`src/rtl/pasf_pkg.sv`:
```
// Package of widths and limits for the piecewise average slope fit block.
package pasf_pkg;

  localparam int unsigned CoordW   = 16;  // x and y sample width
  localparam int unsigned FracW    = 16;  // fraction bits of the Q32.16 results
  localparam int unsigned MeanW    = 48;  // width of the pair intercept and the means
  localparam int unsigned SumW     = 56;  // width of the running sums
  localparam int unsigned CntW     = 8;   // pair and segment counter width
  localparam int unsigned SlopeW   = 33;  // a pair slope always fits 33 signed bits
  localparam int unsigned ProdW    = CoordW + SlopeW;
  localparam int unsigned IcptW    = ProdW + 1;

  // Shared divider: numerator as wide as a sum, divisor as wide as a |dx|.
  localparam int unsigned DivW     = SumW;
  localparam int unsigned DivDenW  = CoordW;
  localparam int unsigned DivCntW  = $clog2(DivW);

  localparam logic [CntW-1:0] MaxPairs    = CntW'(255);
  localparam logic [CntW-1:0] MaxSegments = CntW'(255);

endpackage

```
`src/rtl/piecewise_average_slope_fit.sv`:
```
// Piecewise average slope fit: mean of pairwise slopes and intercepts per segment.
//
// The block takes calibration points (x, y) one word at a time. Each point after the first of a
// fit pairs with the point before it; for every pair the block forms the slope dy/dx and the
// intercept y - x*slope in signed Q32.16 and adds both to running sums. A point flagged as
// closing a segment produces one result word carrying the mean slope, the mean intercept, the
// number of pairs averaged and a flag that is set when some pair had equal x values (such a
// pair is skipped). All divisions truncate toward zero. The arithmetic rests on one shared
// restoring divider that retires one quotient bit per cycle, plus one 16 x 33 bit multiplier.
// A point that forms a pair goes through the slope division, the multiply and the accumulation;
// a point that forms no pair and closes nothing only updates the fit state; a closing point
// then sets up the means, runs the two mean divisions when the segment holds pairs and publishes.
// The input side stalls while a point is being worked on. A finished result sits in an output
// register, so the next point is taken and processed while the previous result waits to be
// collected; only the hand-over of the next result waits for that register to empty.
module piecewise_average_slope_fit (
  input  logic                                clk_i,
  input  logic                                rst_ni,
  // input channel
  input  logic                                in_valid_i,
  output logic                                in_stall_o,
  input  logic signed [pasf_pkg::CoordW-1:0]  x_value_i,
  input  logic signed [pasf_pkg::CoordW-1:0]  y_value_i,
  input  logic                                start_new_fit_i,
  input  logic                                closes_segment_i,
  // result channel
  output logic                                out_valid_o,
  input  logic                                out_stall_i,
  output logic        [pasf_pkg::CntW-1:0]    segment_index_o,
  output logic signed [pasf_pkg::MeanW-1:0]   mean_slope_o,
  output logic signed [pasf_pkg::MeanW-1:0]   mean_intercept_o,
  output logic        [pasf_pkg::CntW-1:0]    pairs_used_o,
  output logic                                zero_dx_seen_o
);
  import pasf_pkg::*;

  typedef enum logic [2:0] {
    StIdle,       // waiting for a point
    StSlopeDiv,   // dividing |dy| << 16 by |dx|
    StMul,        // x times slope
    StAcc,        // intercept and accumulation
    StMeanStart,  // set up the mean of the slopes
    StMeanSDiv,   // dividing the slope sum by the pair count
    StMeanIDiv,   // dividing the intercept sum by the pair count
    StPublish     // hand the result to the output register
  } state_e;

  state_e state_q;

  // Fit state.
  logic signed [CoordW-1:0] prev_x_q, prev_y_q;
  logic                     have_prev_q;
  logic signed [SumW-1:0]   slope_sum_q, icpt_sum_q;
  logic        [CntW-1:0]   pair_count_q, seg_q;
  logic                     dx_err_q;

  // Working registers for the point in flight.
  logic signed [CoordW-1:0] x_q, y_q;
  logic                     closes_q;
  logic                     neg_q;
  logic signed [SlopeW-1:0] slope_q;
  logic signed [ProdW-1:0]  prod_q;
  logic signed [MeanW-1:0]  mean_s_q, mean_i_q;

  // Shared divider.
  logic [DivW-1:0]    div_quo_q, div_quo_d;
  logic [DivDenW-1:0] div_rem_q, div_rem_d, div_den_q;
  logic [DivCntW-1:0] div_cnt_q;
  logic               div_last;

  // Output register.
  logic                     out_valid_q;
  logic [CntW-1:0]          seg_out_q, pairs_out_q;
  logic signed [MeanW-1:0]  ms_out_q, mi_out_q;
  logic                     dx_out_q;

  // Point decode at acceptance.
  logic                     accept;
  logic                     have_eff;
  logic signed [CoordW:0]   dx, dy;
  logic        [CoordW-1:0] dx_mag, dy_mag;
  logic                     pair_ok;

  // Intercept and sum magnitudes.
  logic signed [IcptW-1:0]  icpt_full;
  logic signed [MeanW-1:0]  icpt_sat;
  logic        [SumW-1:0]   slope_sum_mag, icpt_sum_mag;
  logic        [SlopeW-1:0] slope_mag;
  logic        [MeanW-1:0]  mean_mag;
  logic                     out_free;
  logic                     publish;

  assign in_stall_o = (state_q != StIdle);
  assign accept     = in_valid_i && !in_stall_o;
  assign out_free   = !out_valid_q || !out_stall_i;
  assign publish    = (state_q == StPublish) && out_free;

  // A start flag forgets the previous point before this one is looked at.
  assign have_eff = have_prev_q && !start_new_fit_i;
  assign dx       = (CoordW+1)'(x_value_i) - (CoordW+1)'(prev_x_q);
  assign dy       = (CoordW+1)'(y_value_i) - (CoordW+1)'(prev_y_q);
  assign dx_mag   = dx[CoordW] ? CoordW'(-dx) : CoordW'(dx);
  assign dy_mag   = dy[CoordW] ? CoordW'(-dy) : CoordW'(dy);
  assign pair_ok  = have_eff && (dx != '0) && (pair_count_q < MaxPairs);

  // One restoring step: shift in the next numerator bit, subtract when it fits.
  always_comb begin
    logic [DivDenW:0] rem_sh;
    logic             fits;
    rem_sh    = {div_rem_q, div_quo_q[DivW-1]};
    fits      = (rem_sh >= {1'b0, div_den_q});
    div_rem_d = fits ? DivDenW'(rem_sh - {1'b0, div_den_q}) : DivDenW'(rem_sh);
    div_quo_d = {div_quo_q[DivW-2:0], fits};
  end
  assign div_last = (div_cnt_q == DivCntW'(DivW - 1));

  // Intercept in Q.16; clamped to the 48-bit range.
  assign icpt_full = (IcptW'(y_q) <<< FracW) - IcptW'(prod_q);
  always_comb begin
    if (icpt_full[IcptW-1:MeanW-1] == '0 || icpt_full[IcptW-1:MeanW-1] == '1) begin
      icpt_sat = MeanW'(icpt_full);
    end else if (icpt_full[IcptW-1]) begin
      icpt_sat = {1'b1, {(MeanW-1){1'b0}}};
    end else begin
      icpt_sat = {1'b0, {(MeanW-1){1'b1}}};
    end
  end

  assign slope_sum_mag = slope_sum_q[SumW-1] ? SumW'(-slope_sum_q) : SumW'(slope_sum_q);
  assign icpt_sum_mag  = icpt_sum_q[SumW-1]  ? SumW'(-icpt_sum_q)  : SumW'(icpt_sum_q);
  assign slope_mag     = {1'b0, div_quo_d[SlopeW-2:0]};
  assign mean_mag      = div_quo_d[MeanW-1:0];

  always_ff @(posedge clk_i or negedge rst_ni) begin
    if (!rst_ni) begin
      state_q      <= StIdle;
      prev_x_q     <= '0;
      prev_y_q     <= '0;
      have_prev_q  <= 1'b0;
      slope_sum_q  <= '0;
      icpt_sum_q   <= '0;
      pair_count_q <= '0;
      seg_q        <= '0;
      dx_err_q     <= 1'b0;
      div_cnt_q    <= '0;
      out_valid_q  <= 1'b0;
    end else begin
      // A new result word may replace one that is being collected in the same cycle.
      if (publish) begin
        out_valid_q <= 1'b1;
      end else if (out_valid_q && !out_stall_i) begin
        out_valid_q <= 1'b0;
      end
      unique case (state_q)
        StIdle: begin
          if (accept) begin
            x_q         <= x_value_i;
            y_q         <= y_value_i;
            closes_q    <= closes_segment_i;
            prev_x_q    <= x_value_i;
            prev_y_q    <= y_value_i;
            have_prev_q <= 1'b1;
            if (start_new_fit_i) begin
              seg_q        <= '0;
              slope_sum_q  <= '0;
              icpt_sum_q   <= '0;
              pair_count_q <= '0;
              dx_err_q     <= 1'b0;
            end
            if (have_eff && dx == '0) begin
              dx_err_q <= 1'b1;
            end
            if (pair_ok) begin
              neg_q     <= dx[CoordW] ^ dy[CoordW];
              div_quo_q <= DivW'({dy_mag, {FracW{1'b0}}});
              div_rem_q <= '0;
              div_den_q <= dx_mag;
              div_cnt_q <= '0;
              state_q   <= StSlopeDiv;
            end else if (closes_segment_i) begin
              state_q <= StMeanStart;
            end
          end
        end
        StSlopeDiv: begin
          div_quo_q <= div_quo_d;
          div_rem_q <= div_rem_d;
          div_cnt_q <= div_cnt_q + 1'b1;
          if (div_last) begin
            slope_q <= neg_q ? -$signed(slope_mag) : $signed(slope_mag);
            state_q <= StMul;
          end
        end
        StMul: begin
          prod_q  <= ProdW'(x_q) * ProdW'(slope_q);
          state_q <= StAcc;
        end
        StAcc: begin
          // 255 values of at most 2^47 fit the 56-bit sums without clamping.
          slope_sum_q  <= slope_sum_q + SumW'(slope_q);
          icpt_sum_q   <= icpt_sum_q + SumW'(icpt_sat);
          pair_count_q <= pair_count_q + 1'b1;
          state_q      <= closes_q ? StMeanStart : StIdle;
        end
        StMeanStart: begin
          if (pair_count_q == '0) begin
            mean_s_q <= '0;
            mean_i_q <= '0;
            state_q  <= StPublish;
          end else begin
            neg_q     <= slope_sum_q[SumW-1];
            div_quo_q <= slope_sum_mag;
            div_rem_q <= '0;
            div_den_q <= DivDenW'(pair_count_q);
            div_cnt_q <= '0;
            state_q   <= StMeanSDiv;
          end
        end
        StMeanSDiv: begin
          if (div_last) begin
            // A mean of in-range values stays in range; the low 48 bits are exact.
            mean_s_q  <= neg_q ? -$signed(mean_mag) : $signed(mean_mag);
            neg_q     <= icpt_sum_q[SumW-1];
            div_quo_q <= icpt_sum_mag;
            div_rem_q <= '0;
            div_cnt_q <= '0;
            state_q   <= StMeanIDiv;
          end else begin
            div_quo_q <= div_quo_d;
            div_rem_q <= div_rem_d;
            div_cnt_q <= div_cnt_q + 1'b1;
          end
        end
        StMeanIDiv: begin
          div_quo_q <= div_quo_d;
          div_rem_q <= div_rem_d;
          div_cnt_q <= div_cnt_q + 1'b1;
          if (div_last) begin
            mean_i_q <= neg_q ? -$signed(mean_mag) : $signed(mean_mag);
            state_q  <= StPublish;
          end
        end
        StPublish: begin
          if (out_free) begin
            seg_out_q    <= seg_q;
            ms_out_q     <= mean_s_q;
            mi_out_q     <= mean_i_q;
            pairs_out_q  <= pair_count_q;
            dx_out_q     <= dx_err_q;
            slope_sum_q  <= '0;
            icpt_sum_q   <= '0;
            pair_count_q <= '0;
            dx_err_q     <= 1'b0;
            if (seg_q < MaxSegments - 1'b1) begin
              seg_q <= seg_q + 1'b1;
            end
            state_q <= StIdle;
          end
        end
        default: state_q <= StIdle;
      endcase
    end
  end

  assign out_valid_o      = out_valid_q;
  assign segment_index_o  = seg_out_q;
  assign mean_slope_o     = ms_out_q;
  assign mean_intercept_o = mi_out_q;
  assign pairs_used_o     = pairs_out_q;
  assign zero_dx_seen_o   = dx_out_q;

endmodule

```
`config.mk`:
```
export PLATFORM = sky130hd
export DESIGN_NAME = piecewise_average_slope_fit
export DESIGN_NICKNAME = d
export VERILOG_FILES = /design/src/rtl/pasf_pkg.sv /design/src/rtl/piecewise_average_slope_fit.sv
export SDC_FILE = /design/constraint.sdc
export NUM_CORES = 2
export LEC_CHECK = 0
export BUFFER_PORTS_ARGS = -buffer_cell sky130_fd_sc_hd__buf_4
export CAP_MARGIN = 20
export CORE_MARGIN = 1
export CORE_UTILIZATION = 40
export DETAILED_ROUTE_END_ITERATION = 8
export HOLD_SLACK_MARGIN = 0.02
export SLEW_MARGIN = 20
export SYNTH_ARGS = -nofsm -noshare
export SYNTH_HDL_FRONTEND = slang
export SYNTH_SLANG_ARGS = --single-unit
```
`constraint.sdc`:
```
create_clock -name clk_i -period 18.23 [get_ports clk_i]
set_clock_uncertainty 0.1 [all_clocks]
set_input_delay 1.823 -clock clk_i [delete_from_list [all_inputs] [get_ports clk_i]]
set_output_delay 1.823 -clock clk_i [all_outputs]
set_load 0.1 [all_outputs]
```
Word-level counts from Yosys, hierarchy flattened:

Cells that the tools add are included.

* $add $sub $neg: 15
* multipliers: 1
* magnitude comparators: 3
* equality and inequality tests: 21
* muxes and demuxes: 66
* bitwise gates (word level): 1
* reduce and logical (&&, ||, !) cells: 43

Operator list (number)
* 56-bit 2-to-1 mux: 9
* 56-bit case mux with 3 select lines: 2
* 48-bit 2-to-1 mux: 5
* 56-bit case mux with 4 select lines: 1
* 48-bit case mux with 2 select lines: 2
* 16-bit 2-to-1 mux: 10
* 56-bit negation: 2
* 16-bit case mux with 4 select lines: 1
* 56-bit by 33-bit adder with 56-bit output: 1
* 56-bit by 48-bit adder with 56-bit output: 1
* 32-bit by 49-bit subtractor with 50-bit output: 1
* 16-bit by 33-bit multiplier with 49-bit output: 1
* 48-bit negation: 1
* 8-bit 2-to-1 mux: 5
* 16-bit by 16-bit subtractor with 17-bit output: 2
* 32-bit negation with 33-bit output: 1
* 32-bit 2-to-1 mux: 1
* 16-bit negation: 2
* 16-bit case mux with 2 select lines: 1
* 3-bit 2-to-1 mux: 8
* 6-bit 2-to-1 mux: 4
* 3-bit case mux with 8 select lines: 1
* 6-bit case mux with 4 select lines: 1
* 8-bit case mux with 3 select lines: 1
* other kinds (34): 86

* register bits after elaboration: 585
* input port bits: 38
* output and inout bits: 115
* logic and storage cells: 178

Longest topological paths before layout:

* depth after elaboration: 7
* mapped depth: 28
* depth with buffers taken out: 26

Worst setup path after synthesis:

OpenSTA, ideal clock, no wires.

* kind: input -> register
* from: input out_stall_i
* to: register mi_out_q[0] (netlist: mean_intercept_o[0]) (enable)
* setup time: 0.587 ns
* data arrival time: 6.696 ns
* required time: 17.543 ns
* path slack: 10.846 ns
* cell stages on the path: 3
* path buffers: 0
* path through: nand2_1 nand2_1 nor2_1

* cells in the longest elaborated chain, start to end: 3

RTL lines
* from (decl): line piecewise_average_slope_fit.sv:28 `input logic out_stall_i,`
* 1-bit logical NOT: line piecewise_average_slope_fit.sv:95 `assign out_free = !out_valid_q || !out_stall_i;`
* 1-bit logical OR: line piecewise_average_slope_fit.sv:95
* 3-bit AND reduction (no line)
* to (signal assigned): line piecewise_average_slope_fit.sv:247 `mi_out_q <= mean_i_q;`
* to (decl): line piecewise_average_slope_fit.sv:74 `logic signed [MeanW-1:0] ms_out_q, mi_out_q;`

No other way between the ends.
A chain may end at the register's enable or synchronous reset.

Worst setup path after layout:

* from: register prod_q[3]
* to: register icpt_sum_q[55]

* cells in the longest elaborated chain, start to end: 6
* elaborated cells on any way between the ends: 8
* classes of those cells: add/sub: 2; eq/ne: 1; mux: 3; reduce/logical: 2

RTL lines
* from (decl): line piecewise_average_slope_fit.sv:62 `logic signed [ProdW-1:0] prod_q;`
* from (signal assigned): line piecewise_average_slope_fit.sv:195 `prod_q <= ProdW'(x_q) * ProdW'(slope_q);`
* 32-bit by 49-bit subtractor with 50-bit output (*): line piecewise_average_slope_fit.sv:118 `assign icpt_full = (IcptW'(y_q) <<< FracW) - IcptW'(prod_q);`
* 3-bit == test or 3-bit logical NOT (tied branches): line piecewise_average_slope_fit.sv:120 `if (icpt_full[IcptW-1:MeanW-1] == '0 || icpt_full[IcptW-1:MeanW-1] == '1) begin`
* 1-bit logical OR: line piecewise_average_slope_fit.sv:120
* 48-bit 2-to-1 mux (*): line piecewise_average_slope_fit.sv:120
* 56-bit by 48-bit adder with 56-bit output (*): line piecewise_average_slope_fit.sv:201 `icpt_sum_q <= icpt_sum_q + SumW'(icpt_sat);`
* 56-bit case mux with 3 select lines (*): line piecewise_average_slope_fit.sv:154 `unique case (state_q)`
* to (signal assigned): line piecewise_average_slope_fit.sv:201
* to (decl): line piecewise_average_slope_fit.sv:53 `logic signed [SumW-1:0] slope_sum_q, icpt_sum_q;`

Mark *: on every way between the ends. The rest lies on a longest branch, timed or not.

==> impl_metrics.tcl <==
set metrics [dict create \
    outcome "finished, final reports clean" \
    synthAdderAreaFrac_pct 26.2 \
    path_clk_slew_ns 0.06 \
    stdcell_count 7552 \
    async_reset_ff_share_pct 29.4 \
    grt_first_pass_wirelength_um 242000 \
    cts_tree "done" \
    muxShareOfSynthArea_pct 0.343 \
    port_buffers 152 \
    hp-class "flip-flop to flip-flop" \
    path_max_fanout 30 \
    wl_um 156000 \
    placed_area_sq_um 56700 \
    yosys.area.top_type "edfxtp_1" \
    coreArea_sq_um 133000 \
    path_class "flip-flop to flip-flop" \
    gp_congestion 0.932 \
    rsz0062_at_grt "no" \
    fin_area_sq_um 59100 \
    dp.cells 7419 \
    root_buffer "clkbuf_16" \
    clkLatencyLatePin_ns 0.65 \
    ir_drop_v 0.0000720 \
    dpl.hpwl_um 118000 \
    min_period_ns 8.38 \
    std_cell_rows 134 \
    vias 41200 \
    fillers 12700 \
    cp-start-kind "flip-flop" \
    numCtsBuffers 70 \
    finalNetCount 6585 \
    pin_count 153 \
    cts.sinks 585 \
    die_h_um 368 \
    synth_compound_area_share_pct 14.2 \
    power_density_nw_per_um2 56.2 \
    layout-drive-gt1-share_pct 6.64 \
    max_freq_mhz 119 \
    endpoint_kind "flip-flop" \
    tightestPinTransition_ns 1.17 \
    start_util_pct 40.3 \
    required_ns 18.68 \
    grt_pass1_vias 40400 \
    synth_seq_area_share_pct 31.1 \
    synthTopCellsByCount "inv_1 (810), nand2_1 (635), fa_1 (505), edfxtp_1 (413), o21ai_0 (331)" \
    timing.setup.tns_ns 0 \
    routed.top_layer "met5" \
    cts_hold_buf 0 \
    drc_errors 0 \
    wl_met2_um 70600 \
    via_per_inst 5.45 \
    synth_cell_types 80 \
    cts_htree_levels 3 \
    dp_slack_ns 9.81 \
    cp_data_arrival_time_ns 8.83 \
    cts_resized 0 \
    area_delta_synth_final_pct 10.1 \
    syn_area_per_cell_sq_um 9.48 \
    setup_violations 0 \
    ys_warn_count 0 \
    synth_top_family_by_area "adder cells" \
    synth_nets 6521 \
    fin_crit_sh_pct 46.0 \
    grt_overflow_total 0 \
    synth.most_common_cell "inv_1" \
    synthTopCellsByArea "edfxtp_1 (23%), fa_1 (19%), dfrtp_1 (8.0%)" \
    first_iter_violations 3621 \
    grt_usage_pct 23.1 \
    yosys.area_share.simple_pct 14.5 \
    synth-edff-count 413 \
    hold_violations 0 \
    syn_area_sq_um 53700 \
    power_mw 3.33 \
    met3WireLength_um 9240 \
    antenna_found_initial 1 \
    maxCapViolations 0 \
    leakagePower_nw 25.9 \
    dieArea_sq_um 136000 \
    drt_first_pass_iters 8 \
    maxSlewViolCount 0 \
    wl_per_cell_um 20.6 \
    synthXorXnorAreaFrac_pct 6.44 \
    postCtsSetupBuffers 0 \
    synth_top_area_share_pct 23.1 \
    wl_met1_um 71100 \
    ant_nets 0 \
    slew_headroom_pct 20.1 \
    fin_ws_ns 9.85 \
    dieWidth_um 368 \
    ys.flop_type "edfxtp_1" \
    synth_cells 5661 \
    grt_max_degree 83 \
    clockBufferDepth 3 \
    synth_seq_cells 585 \
]
-- report_power, final --
group          total (mW)  switching [mW]  internal (mW)
clock                1.43           0.599          0.831
sequential           1.50          0.0273           1.48
combinational       0.393           0.243          0.150
total                3.33           0.869           2.46
-- layout by cell type (no fill, tap or decap), types with 71 or more instances in the layout --
master       n
a21o_1     119
a21oi_1    290
and2_1     239
buf_4      210
clkbuf_16   71
dfrtp_1    171
edfxtp_1   413
fa_1       505
ha_1       317
inv_1      810
nand2_1    633
nor2_1     290
o21ai_0    331
xnor2_1    191
xor2_1     201
-- worst max-delay path, stage by stage (launching register included) --
cell and delay (ns):
edfxtp_1 0.41, or4_1 0.60, nor3_1 0.57, and3_1 0.27, nor2_1 0.10, a31oi_1 0.32
a21oi_1 0.18, o31ai_1 0.54, a311oi_1 0.17, a311oi_1 0.61, a21oi_4 0.30, buf_16 0.26
a21oi_1 0.15, ha_1 0.27, o21a_1 0.15, a21oi_1 0.08, a21oi_1 0.33, and4_1 0.31
o211ai_1 0.17, a2111oi_1 0.88, o21ai_0 0.32, a2111oi_0 0.62, nor4_1 0.12, or2_2 0.29
o211ai_1 0.17
-- metrics by stage --
step,hold slack (ns),utilization (%)
floorplan,0.300,-
global placement,0.302,42.6
detailed placement,0.305,42.6
CTS,0.301,44.3
global route,0.317,44.4
finish,0.314,44.4
-- path summary, 6_finish.rpt --
kind	startpoint	to	slack, ns	depth (start not counted)
max in group asynchronous	rst_ni	slope_sum_q[16]	15.22	3
min	mean_i_q[30]	mean_intercept_o[30]	0.31	0
max	prod_q[3]	icpt_sum_q[55]	9.85	24
min in group asynchronous	rst_ni	icpt_sum_q[52]	1.03	1
min reg2reg	mean_i_q[30]	mean_intercept_o[30]	0.31	0
max reg2reg	prod_q[3]	icpt_sum_q[55]	9.85	24
-- cells by family (layout without fill, tap and decap cells) --
| logic type | count (synthesis) | count (layout) |
|---|---|---|
| AND/OR/NAND/NOR | 1617 | 1617 |
| multiplexers | 18 | 18 |
| adder cells (fa/ha/maj) | 822 | 822 |
| flip-flops | 585 | 585 |
| other | 0 | 2 |
| XOR/XNOR | 393 | 393 |
| AO/OA/AOI/OAI | 1195 | 1195 |
| buffers and inverters | 1031 | 1152 |
-- area by class of cell --
cell class	instances	area [sq um]	share of cell area (%)
Clock buffer	93	1900	3.21
Antenna cell	2	5.00	0.00846
Tap cell	1768	2210	3.74
Inverter	810	3040	5.14
Multi-Input combinational cell	4045	33200	56.1
Clock inverter	36	422	0.713
Timing Repair Buffer	213	1650	2.78
Sequential cell	585	16700	28.3
-- flip-flops by register name, indices dropped and copies added (netlist names), 3 cells and up --
name	count
prev_y_q	16
pairs_used_o	8
mean_intercept_o	48
pair_count_q	8
icpt_sum_q	56
mean_i_q	48
state_q	3
div_cnt_q	6
slope_q	33
div_den_q	16
prod_q	49
mean_slope_o	48
slope_sum_q	56
x_q	16
segment_index_o	8
div_quo_q	56
mean_s_q	48
seg_q	8
prev_x_q	16
y_q	16
div_rem_q	16
-- metal layers --
metal  up-vias  track usage (%)
met5         -                0
met4         2             6.51
met3       192             3.50
met2      1157             36.1
met1     20600             33.0
li1      19200                -
No activity file was read; power rests on OpenSTA's default activity.
